$ cat src/design/afp_pkg.sv
// ----------------------------------------------------------------------------
// afp_pkg
// Shared types and constants of the serial API frame receive parser.
// ----------------------------------------------------------------------------
package afp_pkg;

    // result kinds
    localparam logic [1:0] KIND_RX_HDR  = 2'd0;
    localparam logic [1:0] KIND_RX_DATA = 2'd1;
    localparam logic [1:0] KIND_AT      = 2'd2;

    // configuration register indexes
    localparam logic [1:0] CFG_START_BYTE = 2'd0;
    localparam logic [1:0] CFG_RX_TYPE    = 2'd1;
    localparam logic [1:0] CFG_AT_TYPE    = 2'd2;

    // configuration reset values
    localparam logic [7:0] RST_START_BYTE = 8'h7E;
    localparam logic [7:0] RST_RX_TYPE    = 8'h90;
    localparam logic [7:0] RST_AT_TYPE    = 8'h88;

    // frame layout
    localparam logic [7:0]  SUM_INIT      = 8'hFF;
    localparam logic [15:0] RX_MIN_LEN    = 16'd13;
    localparam logic [3:0]  HDR_RX_BYTES  = 4'd12;
    localparam logic [3:0]  HDR_AT_BYTES  = 4'd5;
    localparam int          DATA_BASE     = 12;

    // configuration registers as seen by the parser
    typedef struct packed {
        logic [7:0] start_byte;
        logic [7:0] receive_type;
        logic [7:0] at_response_type;
    } t_cfg;

    // request from the parser to the result sequencer
    typedef struct packed {
        logic        start;
        logic        is_at;
        logic [15:0] count;
    } t_emit_req;

endpackage

$ cat src/design/api_frame_receive_parser.sv
// ----------------------------------------------------------------------------
// api_frame_receive_parser
// Recovers API frames from a received serial byte stream and reports
// receive packets and AT command responses.
// ----------------------------------------------------------------------------
// Usage:
// - rx channel (i_rx_valid / o_rx_ready / i_rx_byte) carries one serial byte
//   per transaction; while parsing, a byte is taken every clock cycle.
// - result channel (o_res_valid / i_res_ready) carries one result per
//   transaction; o_last marks the final result of a frame.
// - config port: i_cfg_wr_en writes i_cfg_data into register i_cfg_index
//   (0 start byte, 1 receive type, 2 AT response type) at the clock edge.
// - body bytes are written into the body memory (one write port, one read
//   port) as they arrive; after a good checksum the result sequencer reads
//   them back while o_rx_ready is low.
// - after the checksum byte the sequencer reads the header bytes back, then
//   loads the output register; each data result takes a registered memory
//   read plus an output register load; receiver stalls delay these steps.
// - a stalled receiver holds the result register and keeps o_rx_ready low.
// - reset (synchronous, active low) returns the parser to idle and restores
//   the register defaults; the body memory is not cleared.
// ----------------------------------------------------------------------------
module api_frame_receive_parser #(
    parameter int STORE_BYTES = 64
) (
    input  logic        i_clk,
    input  logic        i_rst_n,
    input  logic        i_cfg_wr_en,
    input  logic [1:0]  i_cfg_index,
    input  logic [7:0]  i_cfg_data,
    input  logic        i_rx_valid,
    output logic        o_rx_ready,
    input  logic [7:0]  i_rx_byte,
    output logic        o_res_valid,
    input  logic        i_res_ready,
    output logic [1:0]  o_kind,
    output logic [63:0] o_source_long_address,
    output logic [15:0] o_source_short_address,
    output logic [7:0]  o_receive_options,
    output logic [7:0]  o_message_id,
    output logic [5:0]  o_data_count,
    output logic [7:0]  o_data_byte,
    output logic [7:0]  o_frame_id,
    output logic [15:0] o_at_command,
    output logic [7:0]  o_command_status,
    output logic [7:0]  o_command_data,
    output logic        o_last
);
    import afp_pkg::*;

    localparam int AW = $clog2(STORE_BYTES);

    t_cfg      r_cfg;
    t_emit_req w_req;
    logic          w_busy;
    logic          w_accept;
    logic          w_wr_en;
    logic [AW-1:0] w_wr_addr;
    logic [7:0]    w_wr_data;
    logic [AW-1:0] w_rd_addr;
    logic [7:0]    w_rd_data;

    // configuration registers
    always_ff @(posedge i_clk) begin
        if (!i_rst_n) begin
            r_cfg.start_byte       <= RST_START_BYTE;
            r_cfg.receive_type     <= RST_RX_TYPE;
            r_cfg.at_response_type <= RST_AT_TYPE;
        end else if (i_cfg_wr_en) begin
            unique case (i_cfg_index)
                CFG_START_BYTE: r_cfg.start_byte       <= i_cfg_data;
                CFG_RX_TYPE:    r_cfg.receive_type     <= i_cfg_data;
                CFG_AT_TYPE:    r_cfg.at_response_type <= i_cfg_data;
                default: ;
            endcase
        end
    end

    // input stalls while results are read out of the store
    assign o_rx_ready = !w_busy;
    assign w_accept   = i_rx_valid && o_rx_ready;

    afp_parse #(.STORE_BYTES(STORE_BYTES)) u_parse (
        .i_clk     (i_clk),
        .i_rst_n   (i_rst_n),
        .i_cfg     (r_cfg),
        .i_accept  (w_accept),
        .i_byte    (i_rx_byte),
        .o_wr_en   (w_wr_en),
        .o_wr_addr (w_wr_addr),
        .o_wr_data (w_wr_data),
        .o_req     (w_req)
    );

    afp_store #(.STORE_BYTES(STORE_BYTES)) u_store (
        .i_clk     (i_clk),
        .i_wr_en   (w_wr_en),
        .i_wr_addr (w_wr_addr),
        .i_wr_data (w_wr_data),
        .i_rd_addr (w_rd_addr),
        .o_rd_data (w_rd_data)
    );

    afp_emit #(.STORE_BYTES(STORE_BYTES)) u_emit (
        .i_clk                  (i_clk),
        .i_rst_n                (i_rst_n),
        .i_req                  (w_req),
        .o_busy                 (w_busy),
        .o_rd_addr              (w_rd_addr),
        .i_rd_data              (w_rd_data),
        .o_valid                (o_res_valid),
        .i_ready                (i_res_ready),
        .o_kind                 (o_kind),
        .o_source_long_address  (o_source_long_address),
        .o_source_short_address (o_source_short_address),
        .o_receive_options      (o_receive_options),
        .o_message_id           (o_message_id),
        .o_data_count           (o_data_count),
        .o_data_byte            (o_data_byte),
        .o_frame_id             (o_frame_id),
        .o_at_command           (o_at_command),
        .o_command_status       (o_command_status),
        .o_command_data         (o_command_data),
        .o_last                 (o_last)
    );

`ifndef SYNTH
    // store is never written while it is being read out
    a_no_write_busy: assert property (@(posedge i_clk) disable iff (!i_rst_n)
        w_busy |-> !w_wr_en)
        else $error("body store written during readout");

    // a launched frame makes the sequencer busy
    a_start_busy: assert property (@(posedge i_clk) disable iff (!i_rst_n)
        w_req.start |=> w_busy)
        else $error("sequencer did not take a frame");

    // results only appear during readout
    a_valid_busy: assert property (@(posedge i_clk) disable iff (!i_rst_n)
        o_res_valid |-> w_busy)
        else $error("result valid while sequencer idle");

    // final result of a frame frees the input
    a_last_idle: assert property (@(posedge i_clk) disable iff (!i_rst_n)
        (o_res_valid && i_res_ready && o_last) |=> !w_busy)
        else $error("sequencer still busy after last result");
`endif

endmodule

$ cat src/design/afp_store.sv
// ----------------------------------------------------------------------------
// afp_store
// Body byte memory: one write port, one read port with registered read data.
// ----------------------------------------------------------------------------
module afp_store #(
    parameter int STORE_BYTES = 64
) (
    input  logic                           i_clk,
    input  logic                           i_wr_en,
    input  logic [$clog2(STORE_BYTES)-1:0] i_wr_addr,
    input  logic [7:0]                     i_wr_data,
    input  logic [$clog2(STORE_BYTES)-1:0] i_rd_addr,
    output logic [7:0]                     o_rd_data
);

    logic [7:0] r_mem [STORE_BYTES];
    logic [7:0] r_rd_data;

    // write port
    always_ff @(posedge i_clk) begin
        if (i_wr_en) begin
            r_mem[i_wr_addr] <= i_wr_data;
        end
    end

    // read port, registered read data
    always_ff @(posedge i_clk) begin
        r_rd_data <= r_mem[i_rd_addr];
    end

    assign o_rd_data = r_rd_data;

endmodule

$ cat src/design/afp_parse.sv
// ----------------------------------------------------------------------------
// afp_parse
// Byte-level frame parser: delimiter, length, type, body into the store,
// checksum check, and launch of the result sequencer on a good frame.
// ----------------------------------------------------------------------------
module afp_parse #(
    parameter int STORE_BYTES = 64
) (
    input  logic                           i_clk,
    input  logic                           i_rst_n,
    input  afp_pkg::t_cfg                  i_cfg,
    input  logic                           i_accept,
    input  logic [7:0]                     i_byte,
    output logic                           o_wr_en,
    output logic [$clog2(STORE_BYTES)-1:0] o_wr_addr,
    output logic [7:0]                     o_wr_data,
    output afp_pkg::t_emit_req             o_req
);
    import afp_pkg::*;

    localparam int AW = $clog2(STORE_BYTES);
    localparam logic [15:0] MaxLen = 16'(STORE_BYTES);

    typedef enum logic [2:0] {
        P_IDLE, P_LEN_HI, P_LEN_LO, P_TYPE, P_BODY, P_CHECK
    } t_phase;

    t_phase      r_phase;
    logic [15:0] r_len;
    logic [AW:0] r_cnt;
    logic [7:0]  r_sum;
    logic [7:0]  r_type;

    logic [AW:0] n_cnt;
    logic [16:0] w_cnt_plus;
    logic [15:0] w_len_full;
    logic        w_is_rx;
    logic        w_is_at;
    logic        w_good;

    assign n_cnt      = r_cnt + 1'b1;
    assign w_cnt_plus = 17'(n_cnt) + 17'd1;
    assign w_len_full = {r_len[15:8], i_byte};
    assign w_is_rx    = (r_type == i_cfg.receive_type);
    assign w_is_at    = (r_type == i_cfg.at_response_type);

    // body bytes go straight into the store
    assign o_wr_en   = i_accept && (r_phase == P_BODY);
    assign o_wr_addr = r_cnt[AW-1:0];
    assign o_wr_data = i_byte;

    // launch decision at the checksum byte
    always_comb begin
        w_good = i_accept && (r_phase == P_CHECK) && (r_sum == i_byte);
        o_req.start = w_good && (w_is_rx ? (r_len >= RX_MIN_LEN) : w_is_at);
        o_req.is_at = !w_is_rx;
        o_req.count = r_len - RX_MIN_LEN;
    end

    // phase sequencing and frame state
    always_ff @(posedge i_clk) begin
        if (!i_rst_n) begin
            r_phase <= P_IDLE;
            r_len   <= '0;
            r_cnt   <= '0;
            r_sum   <= SUM_INIT;
            r_type  <= '0;
        end else if (i_accept) begin
            unique case (r_phase)
                P_IDLE: begin
                    if (i_byte == i_cfg.start_byte) begin
                        r_cnt   <= '0;
                        r_sum   <= SUM_INIT;
                        r_phase <= P_LEN_HI;
                    end
                end
                P_LEN_HI: begin
                    r_len[15:8] <= i_byte;
                    r_sum       <= r_sum - i_byte;
                    r_phase     <= P_LEN_LO;
                end
                P_LEN_LO: begin
                    r_len[7:0] <= i_byte;
                    if (w_len_full <= MaxLen) begin
                        r_sum   <= SUM_INIT;
                        r_phase <= P_TYPE;
                    end else begin
                        r_phase <= P_IDLE;
                    end
                end
                P_TYPE: begin
                    r_type <= i_byte;
                    if (i_byte == i_cfg.receive_type || i_byte == i_cfg.at_response_type) begin
                        r_sum   <= r_sum - i_byte;
                        r_phase <= P_BODY;
                    end else begin
                        r_phase <= P_IDLE;
                    end
                end
                P_BODY: begin
                    r_cnt <= n_cnt;
                    r_sum <= r_sum - i_byte;
                    // body done once the count reaches length minus one
                    if (w_cnt_plus >= 17'(r_len)) begin
                        r_phase <= P_CHECK;
                    end
                end
                P_CHECK: begin
                    r_phase <= P_IDLE;
                end
                default: begin
                    r_phase <= P_IDLE;
                end
            endcase
        end
    end

endmodule

$ cat src/design/afp_emit.sv
// ----------------------------------------------------------------------------
// afp_emit
// Result sequencer: reads the header bytes and data bytes of a good frame
// back out of the store and presents them one result at a time.
// ----------------------------------------------------------------------------
module afp_emit #(
    parameter int STORE_BYTES = 64
) (
    input  logic                           i_clk,
    input  logic                           i_rst_n,
    input  afp_pkg::t_emit_req             i_req,
    output logic                           o_busy,
    output logic [$clog2(STORE_BYTES)-1:0] o_rd_addr,
    input  logic [7:0]                     i_rd_data,
    output logic                           o_valid,
    input  logic                           i_ready,
    output logic [1:0]                     o_kind,
    output logic [63:0]                    o_source_long_address,
    output logic [15:0]                    o_source_short_address,
    output logic [7:0]                     o_receive_options,
    output logic [7:0]                     o_message_id,
    output logic [5:0]                     o_data_count,
    output logic [7:0]                     o_data_byte,
    output logic [7:0]                     o_frame_id,
    output logic [15:0]                    o_at_command,
    output logic [7:0]                     o_command_status,
    output logic [7:0]                     o_command_data,
    output logic                           o_last
);
    import afp_pkg::*;

    localparam int AW = $clog2(STORE_BYTES);
    localparam int CW = $clog2(STORE_BYTES + 1);

    typedef enum logic [2:0] {
        E_IDLE, E_HDR, E_HLOAD, E_DRD, E_DCAP, E_OUT
    } t_estate;

    t_estate     r_state;
    logic [3:0]  r_step;
    logic [3:0]  r_hdr_n;
    logic [95:0] r_hdr;
    logic        r_is_at;
    logic [CW-1:0] r_count;
    logic [AW-1:0] r_addr;
    logic [CW-1:0] r_left;

    logic        r_valid;
    logic [1:0]  r_kind;
    logic [63:0] r_long;
    logic [15:0] r_short;
    logic [7:0]  r_opt;
    logic [7:0]  r_msg;
    logic [5:0]  r_dcnt;
    logic [7:0]  r_dbyte;
    logic [7:0]  r_fid;
    logic [15:0] r_cmd;
    logic [7:0]  r_stat;
    logic [7:0]  r_cdata;
    logic        r_last;

    logic [15:0] w_count16;

    assign w_count16 = 16'(r_count);
    assign o_busy    = (r_state != E_IDLE);
    assign o_rd_addr = (r_state == E_HDR) ? AW'(r_step) : r_addr;

    // sequencer and output register
    always_ff @(posedge i_clk) begin
        if (!i_rst_n) begin
            r_state <= E_IDLE;
            r_valid <= 1'b0;
        end else begin
            unique case (r_state)
                E_IDLE: begin
                    if (i_req.start) begin
                        r_step  <= '0;
                        r_hdr_n <= i_req.is_at ? HDR_AT_BYTES : HDR_RX_BYTES;
                        r_is_at <= i_req.is_at;
                        r_count <= i_req.count[CW-1:0];
                        r_state <= E_HDR;
                    end
                end
                E_HDR: begin
                    // captured read data belongs to the previous step's read address
                    if (r_step != 4'd0) begin
                        r_hdr <= {r_hdr[87:0], i_rd_data};
                    end
                    if (r_step == r_hdr_n) begin
                        r_state <= E_HLOAD;
                    end else begin
                        r_step <= r_step + 4'd1;
                    end
                end
                E_HLOAD: begin
                    r_valid <= 1'b1;
                    r_dbyte <= '0;
                    if (r_is_at) begin
                        r_kind  <= KIND_AT;
                        r_long  <= '0;
                        r_short <= '0;
                        r_opt   <= '0;
                        r_msg   <= '0;
                        r_dcnt  <= '0;
                        r_fid   <= r_hdr[39:32];
                        r_cmd   <= r_hdr[31:16];
                        r_stat  <= r_hdr[15:8];
                        r_cdata <= r_hdr[7:0];
                        r_last  <= 1'b1;
                    end else begin
                        r_kind  <= KIND_RX_HDR;
                        r_long  <= r_hdr[95:32];
                        r_short <= r_hdr[31:16];
                        r_opt   <= r_hdr[15:8];
                        r_msg   <= r_hdr[7:0];
                        r_dcnt  <= w_count16[5:0];
                        r_fid   <= '0;
                        r_cmd   <= '0;
                        r_stat  <= '0;
                        r_cdata <= '0;
                        r_last  <= (r_count == '0);
                    end
                    r_state <= E_OUT;
                end
                E_DRD: begin
                    r_state <= E_DCAP;
                end
                E_DCAP: begin
                    r_valid <= 1'b1;
                    r_kind  <= KIND_RX_DATA;
                    r_long  <= '0;
                    r_short <= '0;
                    r_opt   <= '0;
                    r_msg   <= '0;
                    r_dcnt  <= '0;
                    r_dbyte <= i_rd_data;
                    r_fid   <= '0;
                    r_cmd   <= '0;
                    r_stat  <= '0;
                    r_cdata <= '0;
                    r_last  <= (r_left == CW'(1));
                    r_state <= E_OUT;
                end
                E_OUT: begin
                    // hold the result until the transaction completes
                    if (i_ready) begin
                        r_valid <= 1'b0;
                        if (r_last) begin
                            r_state <= E_IDLE;
                        end else if (r_kind == KIND_RX_HDR) begin
                            r_addr  <= AW'(DATA_BASE);
                            r_left  <= r_count;
                            r_state <= E_DRD;
                        end else begin
                            r_addr  <= r_addr + 1'b1;
                            r_left  <= r_left - 1'b1;
                            r_state <= E_DRD;
                        end
                    end
                end
                default: begin
                    r_state <= E_IDLE;
                    r_valid <= 1'b0;
                end
            endcase
        end
    end

    assign o_valid                = r_valid;
    assign o_kind                 = r_kind;
    assign o_source_long_address  = r_long;
    assign o_source_short_address = r_short;
    assign o_receive_options      = r_opt;
    assign o_message_id           = r_msg;
    assign o_data_count           = r_dcnt;
    assign o_data_byte            = r_dbyte;
    assign o_frame_id             = r_fid;
    assign o_at_command           = r_cmd;
    assign o_command_status       = r_stat;
    assign o_command_data         = r_cdata;
    assign o_last                 = r_last;

endmodule

$ cat config.mk
export PLATFORM = sky130hd
export DESIGN_NAME = api_frame_receive_parser
export DESIGN_NICKNAME = d
export VERILOG_FILES = /design/src/design/afp_pkg.sv /design/src/design/api_frame_receive_parser.sv /design/src/design/afp_store.sv /design/src/design/afp_parse.sv /design/src/design/afp_emit.sv
export SDC_FILE = /design/constraint.sdc
export NUM_CORES = 1
export LEC_CHECK = 0
export ABC_AREA = 1
export BUFFER_PORTS_ARGS = -buffer_cell sky130_fd_sc_hd__buf_2
export CAP_MARGIN = 20
export CORE_MARGIN = 4
export CORE_UTILIZATION = 44
export DETAILED_ROUTE_END_ITERATION = 10
export PLACE_DENSITY_LB_ADDON = 0.3
export SETUP_SLACK_MARGIN = 0.05
export SYNTH_ARGS = -nofsm -noshare
export SYNTH_HDL_FRONTEND = slang
export SYNTH_SLANG_ARGS = --single-unit
export TNS_END_PERCENT = 100
$ cat constraint.sdc
create_clock -name i_clk -period 8.15 [get_ports i_clk]
set_input_delay 0.4075 -clock i_clk [delete_from_list [all_inputs] [get_ports i_clk]]
set_output_delay 0.4075 -clock i_clk [all_outputs]
set_load 0.01 [all_outputs]
# --- Word-level counts from Yosys, hierarchy flattened ---
# Memories as Yosys holds them, arrays and structs flattened. A register that Yosys moved wholly into a read port is not among the register bits.
# Cells that the tools add are included.
# W data, S select, Z words.
op_classes:
  n_addsub: 7
  magnitude_cmp: 3
  eq_ne: 28
  n_mux: 50
  n_bitwise: 2
  reduce_logical: 38
ops:
  columns: ["op", "count"]
  rows:
  - ["$pmux W64 S2", 1]
  - ["$pmux W8 S2", 6]
  - ["$mux W64", 1]
  - ["$mux W8", 8]
  - ["$pmux W16 S2", 2]
  - ["$eq A8 B8 Y1", 6]
  - ["$mux W16", 2]
  - ["$pmux W8 S4", 1]
  - ["$pmux W3 S5", 2]
  - ["$mux W3", 6]
  - ["$ge A16 B4 Y1 const B", 1]
  - ["$ge A8 B16 Y1", 1]
  - ["$le A16 B7 Y1 const B", 1]
  - ["$reduce_and A2 Y1", 8]
  - ["$reduce_and A3 Y1", 5]
  - ["$mux W7", 2]
  - ["$pmux W7 S2", 1]
  - ["$eq A3 B2 Y1 const B", 4]
  - ["$eq A3 B3 Y1 const B", 4]
  - ["$mux W4", 3]
  - ["$mux W6", 2]
  - ["$pmux W6 S2", 1]
  - ["$add A7 B1 Y8 const B", 1]
  - ["$ne A2 B1 Y1 const B", 4]
  - ["32 further kinds", 55]
totals:
  register_bits: 348
  mem_bits_rw: 512
  input_bits: 23
  output_inout_bits: 155
  wordCells: 159
  memories: 1
mem_list:
  columns: ["memory", "words", "width", "rd", "rd_clocked_by_memory_dff", "write_ports", "line", "source"]
  rows:
  - ["u_store.r_mem", 64, 8, 1, 1, 1, "afp_store.sv:16", "logic [7:0] r_mem [STORE_BYTES];"]

# --- Depth between registers and ports, before layout ---
logic_depth:
  depth_word: 8
  depth_mapped: 22
  depth_no_buf: 21

# --- Cells and area by module ---
# From an unflattened synthesis, not the netlist that was laid out.
hier_totals:
  hier_cells: 3193
  area_unflattened_um2: 35919.4
by_module_without_submodules:
  columns: ["module", "n_inst", "cells_per_inst", "area_each_um2", "seq_area_each_um2"]
  rows:
  - ["afp_store", 1, 1822, 21291.7, 15534.9]
  - ["afp_emit", 1, 708, 10173.5, 8338.0]
  - ["afp_parse", 1, 523, 3440.8, 840.8]
  - ["api_frame_receive_parser", 1, 140, 1013.5, 480.5]

# --- Worst setup path before layout ---
# OpenSTA, ideal clock, no wires.
synth_path:
  path_type: "reg-to-reg"
  from: "reg u_emit.r_step[3]"
  to: "reg u_emit.r_hdr[0], enable pin"
  setup_ns: 0.723
  t_arrival_ns: 8.148
  required_ns: 7.427
  slack_ns: -0.721
  path_stages_with_launch: 3
  n_path_buf: 0
  synth_period_minus_slack_ns: 8.871
  path_cell_list: "edfxtp_1 inv_1 a311oi_1"
synth_between:
  elab_chain_len: 2
synth_rtl:
  columns: ["item", "line", "source"]
  rows:
  - ["start, declared", "afp_emit.sv:40", "logic [3:0] r_step;"]
  - ["start signal, assigned", "afp_emit.sv:92", "r_step <= r_step + 4'd1;"]
  - ["$reduce_bool A4 Y1", "afp_emit.sv:86", "if (r_step != 4'd0) begin"]
  - ["$reduce_and A3 Y1 (no source line)", null, null]
  - ["end signal, assigned", "afp_emit.sv:87", "r_hdr <= {r_hdr[87:0], i_rd_data};"]
  - ["end, declared", "afp_emit.sv:42", "logic [95:0] r_hdr;"]
# Every way passes these cells.
# A chain may end at the register's enable or synchronous reset.

# --- Final worst setup path ---
layout_path:
  from: "reg u_emit.r_step[0]"
  to: "reg u_store.r_rd_data[4] (netlist: u_store.o_rd_data[4]) (read register of u_store.r_mem)"
layout_between:
  elab_chain_len: 1
layout_rtl:
  columns: ["item", "line", "source"]
  rows:
  - ["$mux W6", "afp_emit.sv:66", "assign o_rd_addr = (r_state == E_HDR) ? AW'(r_step) : r_addr;"]
  - ["end, declared", "afp_store.sv:17", "logic [7:0] r_rd_data;"]
# Every way passes these cells.

==> summary.txt <==
Level count of the clock H-tree -> 3
Peak VDD IR -> 0.000195 V
Post-Synthesis Cells -> 3,328
GRT Residual Overflow -> 0
Mapped Nets -> 3,376
Gp weighted congestion -> 0.819
Min-Delay Path Class -> input pin to register
Worst clock skew on the final layout -> 41.9 ps
Count of warnings emitted by yosys -> 0
Detailed-route via count -> 24,300
Core box area -> 82,600 um^2
Pins over their slew limit -> 0
Area enclosed by the die boundary -> 88,500 um^2
Power per cell area -> 258 nW/um^2
Nature of the critical path endpoint -> register
Largest fanout on the critical path -> 86
Routed via count divided by cell count -> 5.26
Max Clock Freq -> 233 MHz
Syn-to-layout area delta -> 12.7%
Kind of critical path -> register to register
Number of iterations in the first detailed-routing pass -> 7
Number of hold buffers added after CTS -> 8
# setup viols final -> 0
R2R setup slack -> 3860 ps
Worst-Skew Late Latency -> 660 ps
Worst slew slack as a fraction of its limit -> 23.8%
Outcome -> finished clean
Starting density of the core -> 44.6%
Total inserted antenna cells -> 0
Final cycle utilization of the critical path -> 52.6%
Master cell of the clock root buffer -> sky130_fd_sc_hd__clkbuf_16
Total global-route track usage -> 20.0%
Clk buf depth -> 3
Fraction of layout instances using a drive strength above 1 -> 10.7%
Number of top-level pins -> 178
Total clock buffers created by CTS -> 88
Maximum number of pins on one net before global-route repair -> 204
Clk pin slew, worst setup/hold paths -> 60 ps
Number of cells on the worst hold path -> 4
X dimension of the die -> 298 um
Total negative slack for setup checks -> 0 ps
Number of unique standard cell types used by synthesis -> 42
Arrival @ worst endpoint -> 4810 ps
Post-layout min period -> 4290 ps
HPWL Detailed -> 53,400 um
Cell Area, Synth -> 36,900 um^2
Depth of the worst register-to-register path -> 11
Share of the yosys chip area belonging to registers -> 68.3%
Fill count -> 7,188
Number of endpoints with negative hold slack in the final report -> 0
Global-route wire length before repair -> 139,000 um
Net count, final -> 3,519
Number of sinks on the clock net -> 865
IO buf count -> 177
Resized cells post-CTS -> 0
Setup repair after global routing missed its margin -> false
Worst endpoint required time -> 8670 ps
Worst Max-Slew Pin Slew -> 1140 ps
Die H -> 298 um
Max-cap violations -> 0
Average routed wire per standard cell -> 19.6 um
Routed Antenna Nets -> 0
Routed wire length -> 90,200 um
DRC -> 0
Leakage Power -> 16.4 nW
Critical Path Start Type -> register
Number of core rows -> 105
Clock tree from TritonCTS -> yes
Antenna violations before repair -> 0
Per-instance average area after synthesis -> 11.1 um^2
Number of synthesized register bits -> 865
Worst hold slack -> 159 ps
Number of DRC violations after detailed-routing iteration 0 -> 2,346
Post-CTS Setup Bufs -> 0
Number of global-route vias before repair -> 23,400
Total Power -> 10.7 mW
-- cells in the mapped netlist, drive strengths merged --
master | count | area [um^2]
nand2 | 467 | 1770
edfxtp | 787 | 23600
a21oi | 58 | 290
a21boi | 1 | 7.51
a31oi | 2 | 12.5
or2 | 7 | 43.8
o21bai | 1 | 7.51
nor3 | 14 | 70.1
nor3b | 1 | 7.51
clkbuf | 47 | 176
nand3 | 603 | 3050
nand3b | 185 | 1390
nor4 | 2 | 12.5
a21o | 1 | 7.51
inv | 490 | 1840
ha | 24 | 300
o21ai | 65 | 333
xor2 | 33 | 289
fa | 1 | 20.0
a311oi | 1 | 8.76
o211ai | 6 | 45.0
o21a | 1 | 7.51
clkinv | 2 | 7.51
nand4 | 17 | 106
o22ai | 1 | 6.26
nor2 | 299 | 1140
dfxtp | 78 | 1560
buf | 120 | 618
xnor2 | 12 | 105
a22oi | 2 | 20.0
-- worst paths after layout --
| check | from | endpoint |
|---|---|---|
| max reg2reg | u_emit.r_step[0] | u_store.o_rd_data[4] |
| max | u_emit.r_step[0] | u_store.o_rd_data[4] |
| min reg2reg | u_emit.r_hdr[71] | u_emit.r_hdr[79] |
| min | i_res_ready | u_emit.r_state[2] |
-- cell type report --
class                           instances  area [um^2]  share of cell area [%]
Tap cell                             1070         1340                    3.22
Inverter                              492         1850                    4.44
Clock buffer                          116         2420                    5.81
Sequential cell                       865        25200                    60.6
Clock inverter                         45          403                   0.969
Timing Repair Buffer                  220         1240                    2.99
Multi-Input combinational cell       1804         9140                    22.0
-- cell families after synthesis --
| kind of cell | count (synthesis) | synth area share, % |
|---|---|---|
| adders and majority gates | 25 | 0.868 |
| and+or+nand+nor | 1595 | 20.6 |
| DFF | 865 | 68.3 |
| buffers and inverters | 659 | 7.16 |
| xor gates and xnor gates | 45 | 1.07 |
| AOI/OAI and AO/OA | 139 | 2.02 |
-- placed cells by master (no fill, tap or decap), types with 20 or more instances in the layout --
master	n
sky130_fd_sc_hd__edfxtp_1	787
sky130_fd_sc_hd__ha_1	24
sky130_fd_sc_hd__buf_4	33
sky130_fd_sc_hd__nand3_1	597
sky130_fd_sc_hd__a21oi_1	58
sky130_fd_sc_hd__nand3b_1	185
sky130_fd_sc_hd__dfxtp_1	78
sky130_fd_sc_hd__clkbuf_16	88
sky130_fd_sc_hd__o21ai_0	58
sky130_fd_sc_hd__nor2_1	293
sky130_fd_sc_hd__xor2_1	33
sky130_fd_sc_hd__inv_1	483
sky130_fd_sc_hd__nand2_1	461
sky130_fd_sc_hd__clkinv_2	20
sky130_fd_sc_hd__buf_2	177
-- flip-flops by register name, indices dropped and copies added, names as in the netlist, 8 cells and up --
register and cells:
u_emit.o_message_id 8, u_store.o_rd_data 8, u_emit.o_receive_options 8, u_parse.r_len 16
u_emit.o_command_data 8, u_emit.o_source_short_address 16, u_store.r_mem 512, u_parse.r_sum 8
r_cfg 24, u_emit.o_at_command 16, u_emit.r_hdr 96, u_parse.r_type 8
u_emit.o_data_byte 8, u_emit.o_source_long_address 64, u_emit.o_command_status 8, u_emit.o_frame_id 8
-- layer usage --
metal  global-route usage, %  share of wire, %  routed length, um
met5                       0                 0                  0
met4                    5.78               2.7               2420
met3                    3.09               6.5               5880
met2                    33.5                49              44000
met1                    27.1                42              38000
-- critical path, stage by stage, from the launching register on --
cell and delay [ps]:
sky130_fd_sc_hd__edfxtp_1 430, sky130_fd_sc_hd__inv_1 160, sky130_fd_sc_hd__nand3_4 560, sky130_fd_sc_hd__nand2_4 1020, sky130_fd_sc_hd__buf_4 730, sky130_fd_sc_hd__nand2_1 100
sky130_fd_sc_hd__nand3_1 100, sky130_fd_sc_hd__nand3_1 150, sky130_fd_sc_hd__nand3_1 140, sky130_fd_sc_hd__nand3_1 280, sky130_fd_sc_hd__nand3_1 230, sky130_fd_sc_hd__nand2_1 70
-- through the flow --
stage	setup WS [ps]	std cells	utilization (%)	instance area (um^2)
4_1_cts	3950	4611	50.3	41600
5_1_grt	3520	4612	50.3	41600
6_report	3860	4612	50.3	41600
3_5_place_dp	3980	4442	46.8	38700
3_3_place_gp	3980	4441	46.8	38700
2_1_floorplan	170	3328	-	36900
-- power by group --
group | internal [mW] | switching (mW) | total [mW]
registers | 5.00 | 0.111 | 5.11
logic | 0.493 | 1.24 | 1.74
clock network | 2.18 | 1.73 | 3.90
total | 7.67 | 3.08 | 10.7
Power figures use the tool's default switching activity.
